[src/rtl/assert_macros.svh]
// Assertion macros used by the supervisor top level.
// Expects a clock named clk and an active-low reset named arst_n in scope.
`ifndef ASSERT_MACROS_SVH
`define ASSERT_MACROS_SVH

// Check a condition on every clock edge outside reset.
`define EFFP_ASSERT_ALWAYS(lbl, cond) \
	lbl: assert property (@(posedge clk) disable iff (!arst_n) (cond)) \
		else $error("supervisor invariant violated");

// Check that a consequent holds in the cycle after an antecedent.
`define EFFP_ASSERT_NEXT(lbl, ante, cons) \
	lbl: assert property (@(posedge clk) disable iff (!arst_n) (ante) |=> (cons)) \
		else $error("supervisor sequencing violated");

`endif

[src/rtl/effp_pkg.sv]
// Types, codes and helpers for the eFuse fault-protection supervisor.
// No dependencies; imported by effp_ctrl, the top level and the testbench.
`timescale 1ns / 1ps

package effp_pkg;

	// Operation codes carried on the input tuser
	localparam logic [1:0] OP_TICK    = 2'd0;
	localparam logic [1:0] OP_ENABLE  = 2'd1;
	localparam logic [1:0] OP_DISABLE = 2'd2;

	// Mode codes reported on the result
	localparam logic [1:0] MODE_OFF     = 2'd0;
	localparam logic [1:0] MODE_STARTUP = 2'd1;
	localparam logic [1:0] MODE_RUN     = 2'd2;
	localparam logic [1:0] MODE_FAULT   = 2'd3;

	// Configuration register indexes
	localparam logic [1:0] REG_DETECT_DELAY    = 2'd0;
	localparam logic [1:0] REG_STARTUP_TIMEOUT = 2'd1;
	localparam logic [1:0] REG_DROP_LIMIT      = 2'd2;

	// Configuration reset values
	localparam logic [15:0] DETECT_DELAY_RST    = 16'd100;
	localparam logic [15:0] STARTUP_TIMEOUT_RST = 16'd500;
	localparam logic [15:0] DROP_LIMIT_RST      = 16'd100;

	typedef enum logic [3:0] {
		ST_OFF     = 4'b0001,
		ST_STARTUP = 4'b0010,
		ST_RUN     = 4'b0100,
		ST_FAULT   = 4'b1000
	} state_t;

	// One input item
	typedef struct packed {
		logic [1:0] operation;
		logic       power_good;
		logic       fault_active;
	} item_t;

	// One result item; mode lands in the lowest bits
	typedef struct packed {
		logic [15:0] fault_total;
		logic        power_ok;
		logic        switch_on;
		logic [1:0]  mode;
	} result_t;

	// Configuration write
	typedef struct packed {
		logic        wr;
		logic [1:0]  index;
		logic [15:0] data;
	} cfg_wr_t;

	function automatic logic [15:0] sat_inc16(input logic [15:0] v);
		return (v == 16'hFFFF) ? v : v + 16'd1;
	endfunction

	function automatic logic [1:0] mode_code(input state_t s);
		logic [1:0] m;
		unique case (s)
			ST_OFF:     m = MODE_OFF;
			ST_STARTUP: m = MODE_STARTUP;
			ST_RUN:     m = MODE_RUN;
			ST_FAULT:   m = MODE_FAULT;
			default:    m = MODE_OFF;
		endcase
		return m;
	endfunction

endpackage

[src/rtl/effp_ctrl.sv]
// Supervisor state, configuration registers and next-state logic.
// Depends on effp_pkg; the result is the state after the current item.
`timescale 1ns / 1ps

module effp_ctrl
	import effp_pkg::*;
(
	input  logic    clk,
	input  logic    arst_n,
	input  cfg_wr_t cfg,
	input  logic    item_fire,
	input  item_t   item,
	output result_t result
);

	state_t      state_q, state_d;
	logic        pending_q, pending_d;
	logic [15:0] startup_ticks_q, startup_ticks_d;
	logic        drop_active_q, drop_active_d;
	logic [15:0] drop_ticks_q, drop_ticks_d;
	logic [15:0] fault_cnt_q, fault_cnt_d;
	logic [15:0] detect_delay_q, startup_timeout_q, drop_limit_q;

	logic        enter;
	state_t      target;
	logic [15:0] elapsed;
	logic [15:0] drop_next;
	logic [15:0] fault_base;

	// Decode the item and work out the state after it
	always_comb begin
		pending_d       = pending_q;
		startup_ticks_d = startup_ticks_q;
		drop_active_d   = drop_active_q;
		drop_ticks_d    = drop_ticks_q;
		fault_base      = fault_cnt_q;
		enter           = 1'b0;
		target          = state_q;
		elapsed         = sat_inc16(startup_ticks_q);
		drop_next       = sat_inc16(drop_ticks_q);

		case (item.operation)
			OP_TICK: begin
				unique case (state_q)
					ST_OFF: begin
						if (pending_q) begin
							pending_d = 1'b0;
							enter     = 1'b1;
							target    = ST_STARTUP;
						end
					end
					ST_STARTUP: begin
						startup_ticks_d = elapsed;
						if (elapsed >= detect_delay_q) begin
							if (item.fault_active) begin
								enter  = 1'b1;
								target = ST_FAULT;
							end else if (item.power_good) begin
								enter  = 1'b1;
								target = ST_RUN;
							end else if (elapsed >= startup_timeout_q) begin
								enter  = 1'b1;
								target = ST_FAULT;
							end
						end
					end
					ST_RUN: begin
						if (item.fault_active) begin
							enter  = 1'b1;
							target = ST_FAULT;
						end else if (item.power_good) begin
							drop_active_d = 1'b0;
							drop_ticks_d  = '0;
						end else if (!drop_active_q) begin
							drop_active_d = 1'b1;
							drop_ticks_d  = '0;
						end else begin
							drop_ticks_d = drop_next;
							if (drop_next >= drop_limit_q) begin
								enter  = 1'b1;
								target = ST_FAULT;
							end
						end
					end
					ST_FAULT: begin
					end
					default: begin
					end
				endcase
			end
			OP_ENABLE: begin
				if (state_q != ST_FAULT) pending_d = 1'b1;
			end
			OP_DISABLE: begin
				pending_d  = 1'b0;
				fault_base = '0;
				enter      = 1'b1;
				target     = ST_OFF;
			end
			default: begin
			end
		endcase

		// Mode entry side effects
		state_d     = target;
		fault_cnt_d = fault_base;
		if (enter) begin
			drop_active_d = 1'b0;
			drop_ticks_d  = '0;
			if (target == ST_STARTUP) startup_ticks_d = '0;
			if (target == ST_FAULT) fault_cnt_d = sat_inc16(fault_base);
		end
	end

	// Advance the supervisor state on each processed item
	always_ff @(posedge clk or negedge arst_n) begin
		if (!arst_n) begin
			state_q         <= ST_OFF;
			pending_q       <= 1'b1;
			startup_ticks_q <= '0;
			drop_active_q   <= 1'b0;
			drop_ticks_q    <= '0;
			fault_cnt_q     <= '0;
		end else if (item_fire) begin
			state_q         <= state_d;
			pending_q       <= pending_d;
			startup_ticks_q <= startup_ticks_d;
			drop_active_q   <= drop_active_d;
			drop_ticks_q    <= drop_ticks_d;
			fault_cnt_q     <= fault_cnt_d;
		end
	end

	// Configuration registers; unknown indexes drop the write
	always_ff @(posedge clk or negedge arst_n) begin
		if (!arst_n) begin
			detect_delay_q    <= DETECT_DELAY_RST;
			startup_timeout_q <= STARTUP_TIMEOUT_RST;
			drop_limit_q      <= DROP_LIMIT_RST;
		end else if (cfg.wr) begin
			unique case (cfg.index)
				REG_DETECT_DELAY:    detect_delay_q    <= cfg.data;
				REG_STARTUP_TIMEOUT: startup_timeout_q <= cfg.data;
				REG_DROP_LIMIT:      drop_limit_q      <= cfg.data;
				default: begin
				end
			endcase
		end
	end

	// Result reflects the state after the item
	always_comb begin
		result.mode        = mode_code(state_d);
		result.switch_on   = (state_d == ST_STARTUP) || (state_d == ST_RUN);
		result.power_ok    = (state_d == ST_RUN);
		result.fault_total = fault_cnt_d;
	end

endmodule

[src/rtl/efuse_fault_protection_fsm.sv]
// Path: an input transfer goes into the input register, then its result into the result register on m_axis.
// Throughput: one item per cycle while the result register is not stalled; the supervisor state updates once per item.
// Stalls: the result register holds while m_axis_tready is low; input keeps flowing until full.
// Reset: arst_n clears to OFF with an enable pending, counters zero, registers at defaults.
// Configuration writes are always taken; cfg_ready is tied high.
`timescale 1ns / 1ps
`include "assert_macros.svh"

module efuse_fault_protection_fsm
	import effp_pkg::*;
(
	input  logic        clk,
	input  logic        arst_n,
	// Configuration write channel
	input  logic        cfg_valid,
	output logic        cfg_ready,
	input  logic [1:0]  cfg_index,
	input  logic [15:0] cfg_data,
	// Input stream
	input  logic        s_axis_tvalid,
	output logic        s_axis_tready,
	input  logic [7:0]  s_axis_tdata,  // [0] power_good, [1] fault_active, [7:2] zero
	input  logic [1:0]  s_axis_tuser,  // [1:0] operation
	// Result stream
	output logic        m_axis_tvalid,
	input  logic        m_axis_tready,
	output logic [23:0] m_axis_tdata   // [1:0] mode, [2] switch_on, [3] power_ok,
	                                   // [19:4] fault_total, [23:20] zero
);

	logic    valid_s1;
	item_t   item_s1;
	logic    out_valid_q;
	result_t result_q;
	result_t result_d;
	logic    advance;
	logic    fire;
	cfg_wr_t cfg_wr;
	logic    exp_switch_on;
	logic    exp_power_ok;
	logic    disable_fire;
	logic    off_cleared;

	assign advance       = !out_valid_q || m_axis_tready;
	assign fire          = valid_s1 && advance;
	assign s_axis_tready = !valid_s1 || advance;
	assign cfg_ready     = 1'b1;

	assign cfg_wr.wr    = cfg_valid;
	assign cfg_wr.index = cfg_index;
	assign cfg_wr.data  = cfg_data;

	// Input register: take a transfer whenever the stage is free or moving
	always_ff @(posedge clk or negedge arst_n) begin
		if (!arst_n) begin
			valid_s1 <= 1'b0;
		end else if (s_axis_tready) begin
			valid_s1 <= s_axis_tvalid;
		end
	end

	always_ff @(posedge clk) begin
		if (s_axis_tready && s_axis_tvalid) begin
			item_s1.operation    <= s_axis_tuser;
			item_s1.power_good   <= s_axis_tdata[0];
			item_s1.fault_active <= s_axis_tdata[1];
		end
	end

	effp_ctrl u_ctrl (
		.clk       (clk),
		.arst_n    (arst_n),
		.cfg       (cfg_wr),
		.item_fire (fire),
		.item      (item_s1),
		.result    (result_d)
	);

	// Result register: hold while the consumer stalls
	always_ff @(posedge clk or negedge arst_n) begin
		if (!arst_n) begin
			out_valid_q <= 1'b0;
		end else if (advance) begin
			out_valid_q <= valid_s1;
		end
	end

	always_ff @(posedge clk) begin
		if (fire) result_q <= result_d;
	end

	assign m_axis_tvalid = out_valid_q;
	assign m_axis_tdata  = {4'b0000, result_q};

	// Expected flags for the held result
	assign exp_switch_on = (result_q.mode == MODE_STARTUP) || (result_q.mode == MODE_RUN);
	assign exp_power_ok  = (result_q.mode == MODE_RUN);
	assign disable_fire  = fire && (item_s1.operation == OP_DISABLE);
	assign off_cleared   = (result_q.mode == MODE_OFF) && (result_q.fault_total == 16'd0);

	// A processed item always shows up as a result on the next cycle
	`EFFP_ASSERT_NEXT(a_fire_gives_result, fire, m_axis_tvalid)
	// Switch is on exactly in startup and run
	`EFFP_ASSERT_ALWAYS(a_switch_matches_mode, !out_valid_q || (result_q.switch_on == exp_switch_on))
	// Power-ok only in run
	`EFFP_ASSERT_ALWAYS(a_power_ok_run, !out_valid_q || (result_q.power_ok == exp_power_ok))
	// A disable always reports off with a cleared fault count
	`EFFP_ASSERT_NEXT(a_disable_clears, disable_fire, off_cleared)

endmodule

[config.mk]
export PLATFORM = sky130hd
export DESIGN_NAME = efuse_fault_protection_fsm
export DESIGN_NICKNAME = d
export VERILOG_FILES = /design/src/rtl/effp_pkg.sv /design/src/rtl/effp_ctrl.sv /design/src/rtl/efuse_fault_protection_fsm.sv
export VERILOG_INCLUDE_DIRS = /design/src /design/src/rtl
export SDC_FILE = /design/constraint.sdc
export NUM_CORES = 1
export LEC_CHECK = 0
export ABC_CLOCK_PERIOD_IN_PS = 5600
export BUFFER_PORTS_ARGS = -buffer_cell sky130_fd_sc_hd__buf_4
export CAP_MARGIN = 20
export CELL_PAD_IN_SITES_DETAIL_PLACEMENT = 0
export CELL_PAD_IN_SITES_GLOBAL_PLACEMENT = 1
export CORE_MARGIN = 3
export CORE_UTILIZATION = 48
export DETAILED_ROUTE_END_ITERATION = 7
export PLACE_DENSITY = 0.81
export SETUP_SLACK_MARGIN = 0.3
export SYNTH_ARGS = -nofsm -noshare
export SYNTH_HDL_FRONTEND = slang
export SYNTH_SLANG_ARGS = --single-unit
[constraint.sdc]
create_clock -name clk -period 5.6 [get_ports clk]
set_clock_uncertainty 0.1 [all_clocks]
set_input_delay 0.56 -clock clk [delete_from_list [all_inputs] [get_ports clk]]
set_output_delay 0.56 -clock clk [all_outputs]
set_load 0.05 [all_outputs]
======== Word level (Yosys, flattened, before mapping) ========
Cells that the tools add are included.
storage, ports and cells
  register bits after elaboration ......... 128
  output and inout bits ................... 27
  word-level logic and storage cells ...... 105
operators by class
  add/subtract/negate cells ............... 3
  $lt $le $gt $ge ......................... 3
  equality and inequality tests ........... 17
  multiplexer cells ....................... 47
  reduce and logical (&&, ||, !) cells .... 17
operator list
  cell                                                              number
  16-bit two-way mux                                                16
  16-bit by 1-bit adder with 16-bit output (second input constant)  3
  16-bit == test (second input constant)                            3
  16-bit greater-or-equal comparator                                3
  4-bit two-way mux                                                 9
  1-bit two-way mux                                                 16
  4-bit case mux with 3 select lines                                1
  4-bit by 2-bit == test with 1-bit output (second input constant)  2
  4-bit by 3-bit == test with 1-bit output (second input constant)  2
  4-bit case mux with 2 select lines                                1
  4-bit AND reduction                                               2
  1-bit case mux with 3 select lines                                2
  2-bit case mux with 3 select lines                                1
  2-bit AND reduction                                               3
  2-bit by 1-bit == test with 1-bit output (second input constant)  2
  2-bit == test (second input constant)                             2
  4-bit by 1-bit == test with 1-bit output (second input constant)  1
  4-bit == test (second input constant)                             1
  2-bit zero test                                                   2
  2-bit by 1-bit != test with 1-bit output (second input constant)  2
  4-bit != test (second input constant)                             1
  2-bit nonzero test                                                2
  1-bit logical OR                                                  3
  3-bit nonzero test                                                1
  4 further kinds                                                   6

======== Longest topological paths before layout ========
Gate-level depths: netlist of run 1.
  depth in word-level cells ............... 12
  mapped depth ............................ 21
  mapped depth without buffers ............ 18

======== Cells and area by module ========
From an unflattened synthesis of run 1, not the netlist that was laid out.
second synthesis, totals
  cells, all modules ...................... 837
  area, all modules ....................... 8099.0 µm²
modules (own cells, without submodules)
  module                      times used  cells an instance  area an instance (µm²)  sequential area each (µm²)
  effp_ctrl                   1           798                7229.4                  2570.0
  efuse_fault_protection_fsm  1           39                 869.6                   770.7

======== Least setup slack after synthesis of run 1 ========
OpenSTA, ideal clock, no wires.
  path kind ............................... flip-flop to flip-flop
  from .................................... register u_ctrl.drop_ticks_q[4]
  to ...................................... register result_q, in the netlist m_axis_tdata[5] (data pin)
  setup time .............................. 0.260 ns
  arrival ................................. 3.981 ns
  required time ........................... 5.240 ns
  slack ................................... 1.260 ns
  cell stages (with the launch flop) ...... 19
  buffers on the path ..................... 3
  period minus slack after synthesis ...... 4.340 ns
  cell sequence ........................... dfrtp_1 > clkbuf_2 > and4_1 > and2_1 > nand3_1 > nor4_1 > nand3_1 > nand4_1 > xnor2_1 > ha_1 > a211o_1 > a2111oi_2 > o2111ai_1 > a21oi_1 > a211oi_4 > nand2_2 > buf_6 > buf_4 > mux2_2
RTL lines
  element                   line                              RTL
  start: declaration        effp_ctrl.sv:20                   logic [15:0] drop_ticks_q, drop_ticks_d;
  start signal: assignment  effp_ctrl.sv:129                  drop_ticks_q <= drop_ticks_d;
  end signal: assignment    efuse_fault_protection_fsm.sv:89  if (fire) result_q <= result_d;
  end: declaration          efuse_fault_protection_fsm.sv:34  result_t result_q;

==> results of run 1 <==
cell families (layout without fill, tap and decap cells):
group | Yosys count | count (layout) | share of synthesized area
adder cells (fa/ha/maj) | 51 | 51 | 0.08090
AND/OR/NAND/NOR | 283 | 283 | 0.1859
flip-flops | 128 | 128 | 0.4235
AO/OA/AOI/OAI | 188 | 188 | 0.1615
other | 2 | 5 | 0.0009521
buffers and inverters | 102 | 156 | 0.05631
XOR/XNOR | 36 | 36 | 0.04093
multiplexers | 35 | 35 | 0.04997
worst max-delay path, stage by stage, from the launching register on:
cell and delay, ns:
dfrtp_1 0.46, and4_1 0.23, and2_1 0.16, nand3_1 0.15, nor4_1 0.54, nand3_1 0.41
nand4_1 0.29, xnor2_1 0.15, ha_1 0.26, a211o_1 0.31, a2111oi_2 0.38, o2111ai_1 0.20
a21oi_1 0.33, a211oi_4 0.08, nand2_2 0.31, mux2_2 0.39
registers in the layout (all words and copies together) (netlist names), 4 cells and up:
signal and count:
u_ctrl.fault_cnt_q 16, u_ctrl.startup_timeout_q 16, u_ctrl.drop_limit_q 16, u_ctrl.startup_ticks_q 16
u_ctrl.state_q 4, u_ctrl.detect_delay_q 16, item_s1 4, m_axis_tdata 20
u_ctrl.drop_ticks_q 16
power groups by stage:
stage / registers [mW] / logic [mW] / clock network (mW)
floorplan: 1.25 / 0.555 / 0
global placement: 1.22 / 0.743 / 0
detailed placement: 1.23 / 0.765 / 0
CTS: 1.21 / 0.769 / 1.00
global route: 1.23 / 0.861 / 1.04
finish: 1.21 / 0.770 / 0.978
cell type report:
| class | instances | area [µm²] | share of cell area |
|---|---|---|---|
| tap | 216 | 270.3 | 0.03003 |
| clock buffer | 17 | 425.4 | 0.04727 |
| sequential | 128 | 3343 | 0.3715 |
| inverter | 64 | 240.2 | 0.02670 |
| multi-input combinational | 598 | 4149 | 0.4611 |
| clock inverter | 15 | 97.59 | 0.01085 |
| timing repair buffer | 60 | 473.0 | 0.05256 |
metrics by stage:
step	cell area, µm²	hold slack, ns
global placement	8398	0.3630
detailed placement	8398	0.3733
finish	8999	0.2220
floorplan	7899	0.1644
global route	8999	0.2002
CTS	8931	0.2007
placed cells by master (no fill, tap or decap), drive strengths merged, types with 5 or more instances in the layout:
master	count
nand2	90
dfrtp	90
o21ai	69
inv	65
buf	58
ha	51
nor2	51
a21oi	36
mux2	35
nand3	30
edfxtp	24
xnor2	24
nor3	22
clkbuf	18
nand4	15
dfstp	14
and3	12
xor2	12
nand2b	11
clkinv	11
and2	10
a22o	10
o211ai	10
o21a	9
or3	9
a211oi	9
nor4	8
o31ai	7
nand3b	5
or4	5
a21o	5
conb	5
o2111ai	5
worst min-delay path by stage:
stage / depth (start not counted) / end / from
after floorplan: 0 / m_axis_tvalid / arst_n
after global placement: 1 / u_ctrl.fault_cnt_q[1] / u_ctrl.fault_cnt_q[1]
after detailed placement: 2 / u_ctrl.drop_active_q / u_ctrl.drop_active_q
after CTS: 1 / item_s1[2] / s_axis_tuser[0]
after global routing: 1 / item_s1[1] / s_axis_tdata[0]
final: 1 / item_s1[2] / s_axis_tuser[0]
metal layers:
| layer | track usage | up-vias | wire length [µm] |
|---|---|---|---|
| li1 | - | 3038 | - |
| met1 | 0.2905 | 3017 | 8395 |
| met2 | 0.3399 | 145 | 8838 |
| met3 | 0.03301 | 19 | 659 |
| met4 | 0.07919 | 0 | 376 |
| met5 | 0 | - | 0 |
what timing repair did:
action	CTS	global route
setup endpoints to repair	0	51
buffers inserted	0	0
hold endpoints to repair	24	0
hold buffers	1	0
resized for setup	0	9
==> summary.md, run 1 <==
| Metric | Value |
|---|---|
| Comb power frac | `0.260` |
| CTS tree | `yes` |
| Proportion of layout cells with a drive suffix above 1 | `0.1984` |
| Internal cell power | `~2.0 mW` |
| Pwr dens | `329.1 nW/µm²` |
| Synth-to-layout area growth | `14.09%` |
| Synthesized flop and latch total | `roughly 130` |
| Synth cell types | `~80` |
| Clk buf depth | `2` |
| Final #Nets | `953` |
| Worst reg2reg startpoint | `u_ctrl.drop_ticks_q[4]` |
| First-pass GRT wire length | `approximately 30000 µm` |
| Total die area | `18010 µm²` |
| GRT Residual Overflow | `0` |
| RSZ-0062 raised after global routing | `true` |
| Vias in the first global route | `approximately 6100` |
| Post-synthesis sequential area ratio | `0.4235` |
| Cell count after synthesis | `between 800 and 900` |
| Final Total Pwr | `between 2 and 3 mW` |
| Min-Delay Path Class | `in -> reg` |
| Setup CP Type | `reg -> reg` |
| Hold Violations, Final | `0` |
| Worst slack, placed | `approximately 0.44 ns` |
| Tcrit/Tclk final | `0.8934` |
| Max-slew headroom | `0.4056` |
| CTS Sinks | `roughly 130` |
| N_diodes | `0` |
| Leakage dissipation | `approximately 3.9 nW` |
| GPL Wtd Cong | `0.8555` |
| Outcome | `finished, final reports clean` |
| Number of top-level pins | `60` |
| Critical Path RT | `5.66 ns` |
| Number of routed nets with antenna violations | `0` |
| DIE HEIGHT | `around 130 µm` |
| Initial DRC Count | `roughly 520` |
| Fmax | `199.9 MHz` |
| Setup Viol. Count Final | `0` |
| Primary FF master, synth | `dfrtp_1` |
| Final Max Slew Viols | `0` |
| Routed WL | `18270 µm` |
| Switch share | `0.3348` |
| Finished Layout Cells | `1098` |
| Initial Utilization | `0.4930` |
| Number of port buffers | `48` |
| Worst setup path start | `u_ctrl.drop_ticks_q[4]` |
| Net Sw Power | `0.9914 mW` |
| Tmin final | `around 5.0 ns` |
| DP HPWL | `about 13000 µm` |
| Setup TNS | `0 ns` |
| Main area contributors after synthesis | `dfrtp_1 (29%), edfxtp_1 (9.1%), ha_1 (8.1%), mux2_2 (5.0%), dfstp_2 (4.7%)` |
| First-pass DRT Iterations | `5` |
| Max-cap violation count | `0` |
| Residual DRC | `0` |
| Final WS setup | `0.5968 ns` |
| Maximum vdd drop | `between 0.2 and 0.25 mV` |
| CP Capture Type | `register` |
| Clk pwr share | `0.330` |
| Worst skew pair latency | `a little over 0.4 ns` |
| Root buffer cell | `clkbuf_16` |
| Post-synth top area share | `0.2855` |
| Crit path arrival time | `roughly 5.1 ns` |
| Async SR Flop Fraction | `0.8125` |
| Top cells by count, synth | `dfrtp_1 (90), nand2_1 (89), o21ai_0 (65), inv_1 (64), ha_1 (51)` |
| Core area | `around 16000 µm²` |
| WL/cell | `16.64 µm` |
| Yosys top cell by area | `dfrtp_1` |
| Total number of vias | `6219` |
| Fill cells | `between 1000 and 1500` |
| Ys Warns | `0` |
| Synthesized area | `7888 µm²` |
| Post-synth EDFFs | `24` |
| Worst-path clk slew | `~0.060 ns` |
| R2R setup slack | `0.60 ns` |
| Critical-path maximum fanout | `21` |
| Dominant cell by count in the synthesized netlist | `dfrtp_1` |
| Inst Count DP | `~1100` |
| Final core occ | `0.5624` |
| CTS Buf Count | `17` |
| Chip Width | `134.2 µm` |
| Rows | `46` |
| R2R Path End | `m_axis_tdata[5]` |
| Initial antenna violation count | `0` |
| R2r worst-path depth | `15` |
| Largest net degree at the start of global routing | `79` |
| Total track usage | `0.2114` |
| Routed vias/inst | `roughly 5.7` |
| Worst-margin pin slew | `approximately 0.89 ns` |
| Htree depth | `4` |
| Worst Setup Start Kind | `register` |
| Crit path capture | `m_axis_tdata[5]` |
| Reg power frac | `0.409` |
| Syn_area_per_cell | `about 9.6 µm²` |
Power figures use the tool's default switching activity.
==> run 2: changes to the inputs <==
--- a/config.mk
+++ b/config.mk
@@ -7,7 +7,7 @@
 export NUM_CORES = 1
 export LEC_CHECK = 0
 export ABC_CLOCK_PERIOD_IN_PS = 5600
-export BUFFER_PORTS_ARGS = -buffer_cell sky130_fd_sc_hd__buf_4
+export BUFFER_PORTS_ARGS = -buffer_cell sky130_fd_sc_hd__clkbuf_2
 export CAP_MARGIN = 20
 export CELL_PAD_IN_SITES_DETAIL_PLACEMENT = 0
 export CELL_PAD_IN_SITES_GLOBAL_PLACEMENT = 1
==> summary.md, run 2 (same netlist as run 1, synthesis figures left out) <==
| Metric | Value |
|---|---|
| Worst Setup Start Kind | `register` |
| CTS tree | `yes` |
| Proportion of layout cells with a drive suffix above 1 | `0.1923` |
| Rows | `46` |
| Total track usage | `0.2134` |
| Largest net degree at the start of global routing | `61` |
| Initial DRC Count | `435` |
| R2R Path End | `u_ctrl.fault_cnt_q[10]` |
| CTS Sinks | `128` |
| Total die area | `18010 µm²` |
| Cell Chain, Critical Path | `and4_2, nand4_1, nor4_1, nand2b_1, nand2_1, nor2_1, xnor2_1, ha_1, a21oi_2, o21ai_2, a2111oi_4, o21ai_4, and3_4, a211oi_4, buf_4, nand3_2, or2_0, o311ai_1` |
| Worst skew pair latency | `between 0.4 and 0.5 ns` |
| RSZ-0062 raised after global routing | `false` |
| N_diodes | `0` |
| Crit path arrival time | `between 5 and 6 ns` |
| Clk buf depth | `2` |
| # hold bufs at CTS | `0` |
| Worst-path clk slew | `around 0.06 ns` |
| Storage cell area | `approximately 3300 µm²` |
| First-pass GRT wire length | `approximately 31000 µm` |
| Number of port buffers | `48` |
| Critical Path RT | `roughly 5.8 ns` |
| Htree depth | `4` |
| Crit-path slowest cell | `dfrtp_1` |
| CTS Buf Count | `17` |
| WL met2 | `9001 µm` |
| Max-cap violation count | `0` |
| Residual DRC | `0` |
| Chip Width | `about 130 µm` |
| Setup TNS | `0 ns` |
| Final core occ | `0.5544` |
| CP delay by family, top | `simple AND/OR/NAND/NOR gates` |
| Number of routed nets with antenna violations | `0` |
| Routed vias/inst | `5.655` |
| Initial Utilization | `0.4930` |
| Metal-1 WL | `between 8000 and 9000 µm` |
| Hold Violations, Final | `0` |
| Final #Nets | `950` |
| Min-Delay Path Class | `in -> async` |
| Pwr dens | `341.3 nW/µm²` |
| Max-slew headroom | `0.3915` |
| Setup CP Type | `reg -> reg` |
| DP HPWL | `about 13000 µm` |
| Inst Count DP | `approximately 1100` |
| Worst-margin pin slew | `a little over 0.9 ns` |
| Setup Viol. Count Final | `0` |
| Maximum vdd drop | `around 0.24 mV` |
| First-pass DRT Iterations | `5` |
| Core area | `around 16000 µm²` |
| Crit path buffers/inverters | `1` |
| Initial antenna violation count | `0` |
| GRT Residual Overflow | `0` |
| Final Total Pwr | `a little over 3 mW` |
| Outcome | `finished, final reports clean` |
| Synth-to-layout area growth | `12.47%` |
| Multi-input combinational cell area | `4146 µm²` |
| Routed WL | `18340 µm` |
| Vias in the first global route | `approximately 6300` |
| Tcrit/Tclk final | `0.8850` |
| Largest register FFs | `20` |
| Fmax | `around 200 MHz` |
| Number of top-level pins | `60` |
| R2r worst-path depth | `18` |
| Setup Buffers After CTS | `0` |
| Leakage dissipation | `3.893 nW` |
| Slowest cell delay on critical path | `about 0.47 ns` |
| Finished Layout Cells | `1095` |
| WL/cell | `around 17 µm` |
| Commonest non-fill, non-tap cells in the layout | `nand2_1 (89), dfrtp_1 (89), o21ai_0 (65)` |
| Tmin final | `4.956 ns` |
| Critical-path maximum fanout | `10` |
| Root buffer cell | `clkbuf_16` |
| CP Capture Type | `register` |
| Worst reg2reg startpoint | `u_ctrl.startup_ticks_q[4]` |
| Highest routed layer | `met4` |
| Fill cells | `1469` |
| Final Max Slew Viols | `0` |
| R2R setup slack | `between 0.6 and 0.7 ns` |
| Metal3 WL | `between 600 and 700 µm` |
| GPL Wtd Cong | `a little under 0.9` |
| DIE HEIGHT | `around 130 µm` |
| Total number of vias | `around 6200` |
-- run 2: metrics by stage --
| step | hold WS [ns] | area, µm² | setup slack, ns |
|---|---|---|---|
| global placement | 0.3633 | 8273 | 0.5800 |
| detailed placement | 0.3753 | 8273 | 0.5593 |
| finish | 0.1291 | 8871 | 0.6441 |
| global route | 0.1791 | 8871 | 0.3200 |
| CTS | 0.1490 | 8837 | 0.5315 |
| floorplan | 0.1644 | 7899 | 1.260 |
-- run 2: routing by layer --
| metal | vias to the layer above | GRT usage |
|---|---|---|
| met5 | - | 0 |
| met4 | 0 | 0.07014 |
| met2 | 127 | 0.3587 |
| li1 | 3035 | - |
| met1 | 3011 | 0.2775 |
| met3 | 19 | 0.04314 |
-- run 2: how the worst max path moves through the flow --
| stage | from | end | slack, ns | depth (start not counted) |
|---|---|---|---|---|
| 2_1_floorplan | u_ctrl.drop_ticks_q[4] | m_axis_tdata[5] | 1.26 | 18 |
| 3_3_place_gp | u_ctrl.startup_ticks_q[3] | m_axis_tdata[5] | 0.58 | 16 |
| 3_5_place_dp | u_ctrl.startup_ticks_q[3] | u_ctrl.fault_cnt_q[5] | 0.56 | 17 |
| 4_1_cts | u_ctrl.startup_ticks_q[3] | u_ctrl.fault_cnt_q[5] | 0.53 | 17 |
| 5_1_grt | u_ctrl.drop_ticks_q[4] | u_ctrl.startup_ticks_q[12] | 0.32 | 17 |
| 6_report | u_ctrl.startup_ticks_q[4] | u_ctrl.fault_cnt_q[10] | 0.64 | 18 |
-- run 2: where the power goes --
group,switching (mW),internal (mW)
logic,0.468,0.287
clock network,0.401,0.659
registers,0.110,1.10
total,0.979,2.05
-- run 2: repair_timing --
action                     CTS  global route
setup endpoints to repair    0            44
resized for setup            0             8
hold endpoints to repair     0             0
-- run 2: layout make-up --
type                       count  share of cell area
clock buffer                  20             0.05035
inverter                      64             0.02708
clock inverter                12             0.01326
sequential                   128              0.3767
timing repair buffer          57             0.03470
tap                          216             0.03047
multi-input combinational    598              0.4674
==> run 3: changes to the inputs <==
--- a/config.mk
+++ b/config.mk
@@ -12,9 +12,10 @@
 export CELL_PAD_IN_SITES_DETAIL_PLACEMENT = 0
 export CELL_PAD_IN_SITES_GLOBAL_PLACEMENT = 1
 export CORE_MARGIN = 3
-export CORE_UTILIZATION = 48
+export CORE_UTILIZATION = 35
 export DETAILED_ROUTE_END_ITERATION = 7
-export PLACE_DENSITY = 0.81
+export GPL_ROUTABILITY_DRIVEN = 0
+export PLACE_DENSITY = 0.62
 export SETUP_SLACK_MARGIN = 0.3
 export SYNTH_ARGS = -nofsm -noshare
 export SYNTH_HDL_FRONTEND = slang
==> constraint.sdc (replaced) <==
create_clock -name clk -period 5.6 [get_ports clk]
set_clock_uncertainty 0.1 [all_clocks]
set_input_delay 0.84 -clock clk [delete_from_list [all_inputs] [get_ports clk]]
set_output_delay 0.84 -clock clk [all_outputs]
set_load 0.05 [all_outputs]
==> summary.md, run 3 (same netlist as run 1, synthesis figures left out) <==
| Metric | Value |
|---|---|
| Max-cap violation count | `0` |
| Commonest non-fill, non-tap cells in the layout | `nand2_1 (89), dfrtp_1 (88), o21ai_0 (65)` |
| CTS tree | `yes` |
| Initial DRC Count | `just under 300` |
| Root buffer cell | `clkbuf_16` |
| DIE HEIGHT | `~160 µm` |
| Number of top-level pins | `60` |
| CP delay by family, top | `simple AND/OR/NAND/NOR gates` |
| Clk pwr share | `0.368` |
| Largest net degree at the start of global routing | `58` |
| Outcome | `finished, final reports clean` |
| Chip Width | `156.1 µm` |
| Slowest cell delay on critical path | `between 0.4 and 0.5 ns` |
| Htree depth | `4` |
| Final #Nets | `roughly 960` |
| Rows | `54` |
| Vias in the first global route | `approximately 5900` |
| Total track usage | `0.1632` |
| Final Max Slew Viols | `0` |
| Min-Delay Path Class | `in -> async` |
| R2R setup slack | `0.71 ns` |
| Proportion of layout cells with a drive suffix above 1 | `0.2045` |
| Final core occ | `0.4115` |
| Setup CP Type | `reg -> reg` |
| Crit path buffers/inverters | `1` |
| Number of routed nets with antenna violations | `0` |
| Critical Path RT | `between 5 and 6 ns` |
| Critical-path maximum fanout | `10` |
| Setup Viol. Count Final | `0` |
| Worst-margin pin slew | `about 0.93 ns` |
| Core area | `around 22000 µm²` |
| Reg power frac | `0.389` |
| Synth-to-layout area growth | `14.56%` |
| Crit-path slowest cell | `or4_1` |
| Number of port buffers | `48` |
| Switch share | `0.3366` |
| Cell Chain, Critical Path | `and4_2, nand4_1, or4_1, nor2_1, nor2_1, nand3_1, xnor2_1, ha_1, nand4_1, nor3_2, nand3b_1, nand4_1, nand4b_2, a211oi_4, buf_4, nand3_2, o211ai_1, o21ai_0` |
| DP HPWL | `about 14000 µm` |
| Leakage dissipation | `between 3 and 4 nW` |
| First-pass DRT Iterations | `4` |
| WL/cell | `approximately 16 µm` |
| First-pass GRT wire length | `between 30000 and 40000 µm` |
| Internal cell power | `2.063 mW` |
| CP Capture Type | `register` |
| Residual DRC | `0` |
| Final WS setup | `0.7113 ns` |
| Worst slack, placed | `0.4611 ns` |
| Initial antenna violation count | `0` |
| CTS Buf Count | `17` |
| Clk buf depth | `2` |
| Crit path arrival time | `between 4 and 5 ns` |
| Pwr dens | `344.1 nW/µm²` |
| Routed vias/inst | `between 5 and 6` |
| Fmax | `about 200 MHz` |
| Tcrit/Tclk final | `0.8730` |
| Fill cells | `2158` |
| GRT Residual Overflow | `0` |
| RSZ-0062 raised after global routing | `false` |
| Worst setup path start | `u_ctrl.startup_ticks_q[3]` |
| Worst Setup Start Kind | `register` |
| Worst-path clk slew | `about 0.06 ns` |
| Routed WL | `approximately 19000 µm` |
| CP most frequent cell | `nand4_1` |
| Maximum vdd drop | `around 0.18 mV` |
| Commonest non-fill, non-tap cell in the layout | `nand2_1` |
| Tmin final | `~4.9 ns` |
| Largest register FFs | `20` |
| CTS Sinks | `roughly 130` |
| Setup TNS | `0 ns` |
| Worst reg2reg startpoint | `u_ctrl.startup_ticks_q[3]` |
| Comb power frac | `0.244` |
| N_diodes | `0` |
| Net Sw Power | `~1.0 mW` |
| Total die area | `24370 µm²` |
| Initial Utilization | `0.3592` |
| Worst skew pair latency | `between 0.4 and 0.5 ns` |
| Total number of vias | `5965` |
| Hold Violations, Final | `0` |
| Max-slew headroom | `0.3761` |
[run 3: cell types whose count changed in the layout (fill, tap and decap cells not counted), moves of 2 or more]
cell,previous run,this run
buf_4,9,15
inv_6,0,6
clkinv_1,3,0
clkinv_2,3,0
clkbuf_1,2,0
clkinvlp_4,3,1
inv_4,0,2
inv_8,0,2
[run 3: worst reg2reg max path: stages (launching register included)]
cell and delay (ns):
dfrtp_2 0.46, and4_2 0.31, nand4_1 0.20, or4_1 0.49, nor2_1 0.19, nor2_1 0.13
nand3_1 0.11, xnor2_1 0.14, ha_1 0.31, nand4_1 0.11, nor3_2 0.30, nand3b_1 0.22
nand4_1 0.21, nand4b_2 0.23, a211oi_4 0.34, buf_4 0.23, nand3_2 0.14, o211ai_1 0.26
o21ai_0 0.15
[run 3: layer usage]
metal	vias to the layer above	track usage	wire [µm]
met1	2832	0.2361	9882
met2	75	0.2524	8596
li1	3047	-	-
met3	11	0.02996	475
met4	0	0.04377	173
met5	-	0	0
[run 3: final cells by class]
class                   count  area [µm²]  area share
inverters                  64       240.2     0.02659
well taps                 280       350.3     0.03877
clock buffers              17       425.4     0.04708
clock inverters            15       172.7     0.01911
multi-input cells         598        4151      0.4594
repair buffers             63       352.8     0.03905
flip-flops and latches    128        3343      0.3700
[run 3: path summary, 6_finish.rpt]
| check | end | cells after the start |
|---|---|---|
| worst max-delay path | m_axis_tdata[14] | 18 |
| worst min-delay path | u_ctrl.fault_cnt_q[1] | 1 |
| worst max register to register | m_axis_tdata[14] | 18 |
| worst min register to register | u_ctrl.drop_ticks_q[11] | 1 |
| max in group asynchronous | u_ctrl.startup_ticks_q[4] | 2 |
| min in group clk | u_ctrl.drop_ticks_q[11] | 1 |
[run 3: power by group through the flow]
stage | clock network [mW] | logic (mW) | registers, mW
2_1_floorplan | 0 | 0.555 | 1.25
3_3_place_gp | 0 | 0.755 | 1.22
3_5_place_dp | 0 | 0.756 | 1.22
4_1_cts | 1.17 | 0.762 | 1.21
5_1_grt | 1.21 | 0.856 | 1.23
6_report | 1.14 | 0.758 | 1.21
[run 3: what timing repair did]
action,4_1_cts,5_1_grt
resized for setup,0,8
buffers inserted,0,1
endpoints found under the setup margin,0,40
hold buffers,0,0
[run 3: stage by stage]
step	cell area, µm²	hold slack (ns)	std cells	power, mW
2_1_floorplan	7899	0.3481	828	1.804
3_3_place_gp	8391	0.3718	1131	1.977
3_5_place_dp	8391	0.3800	1131	1.980
4_1_cts	8989	0.3751	1163	3.142
5_1_grt	9036	0.3976	1165	3.293
6_report	9036	0.3638	1165	3.110
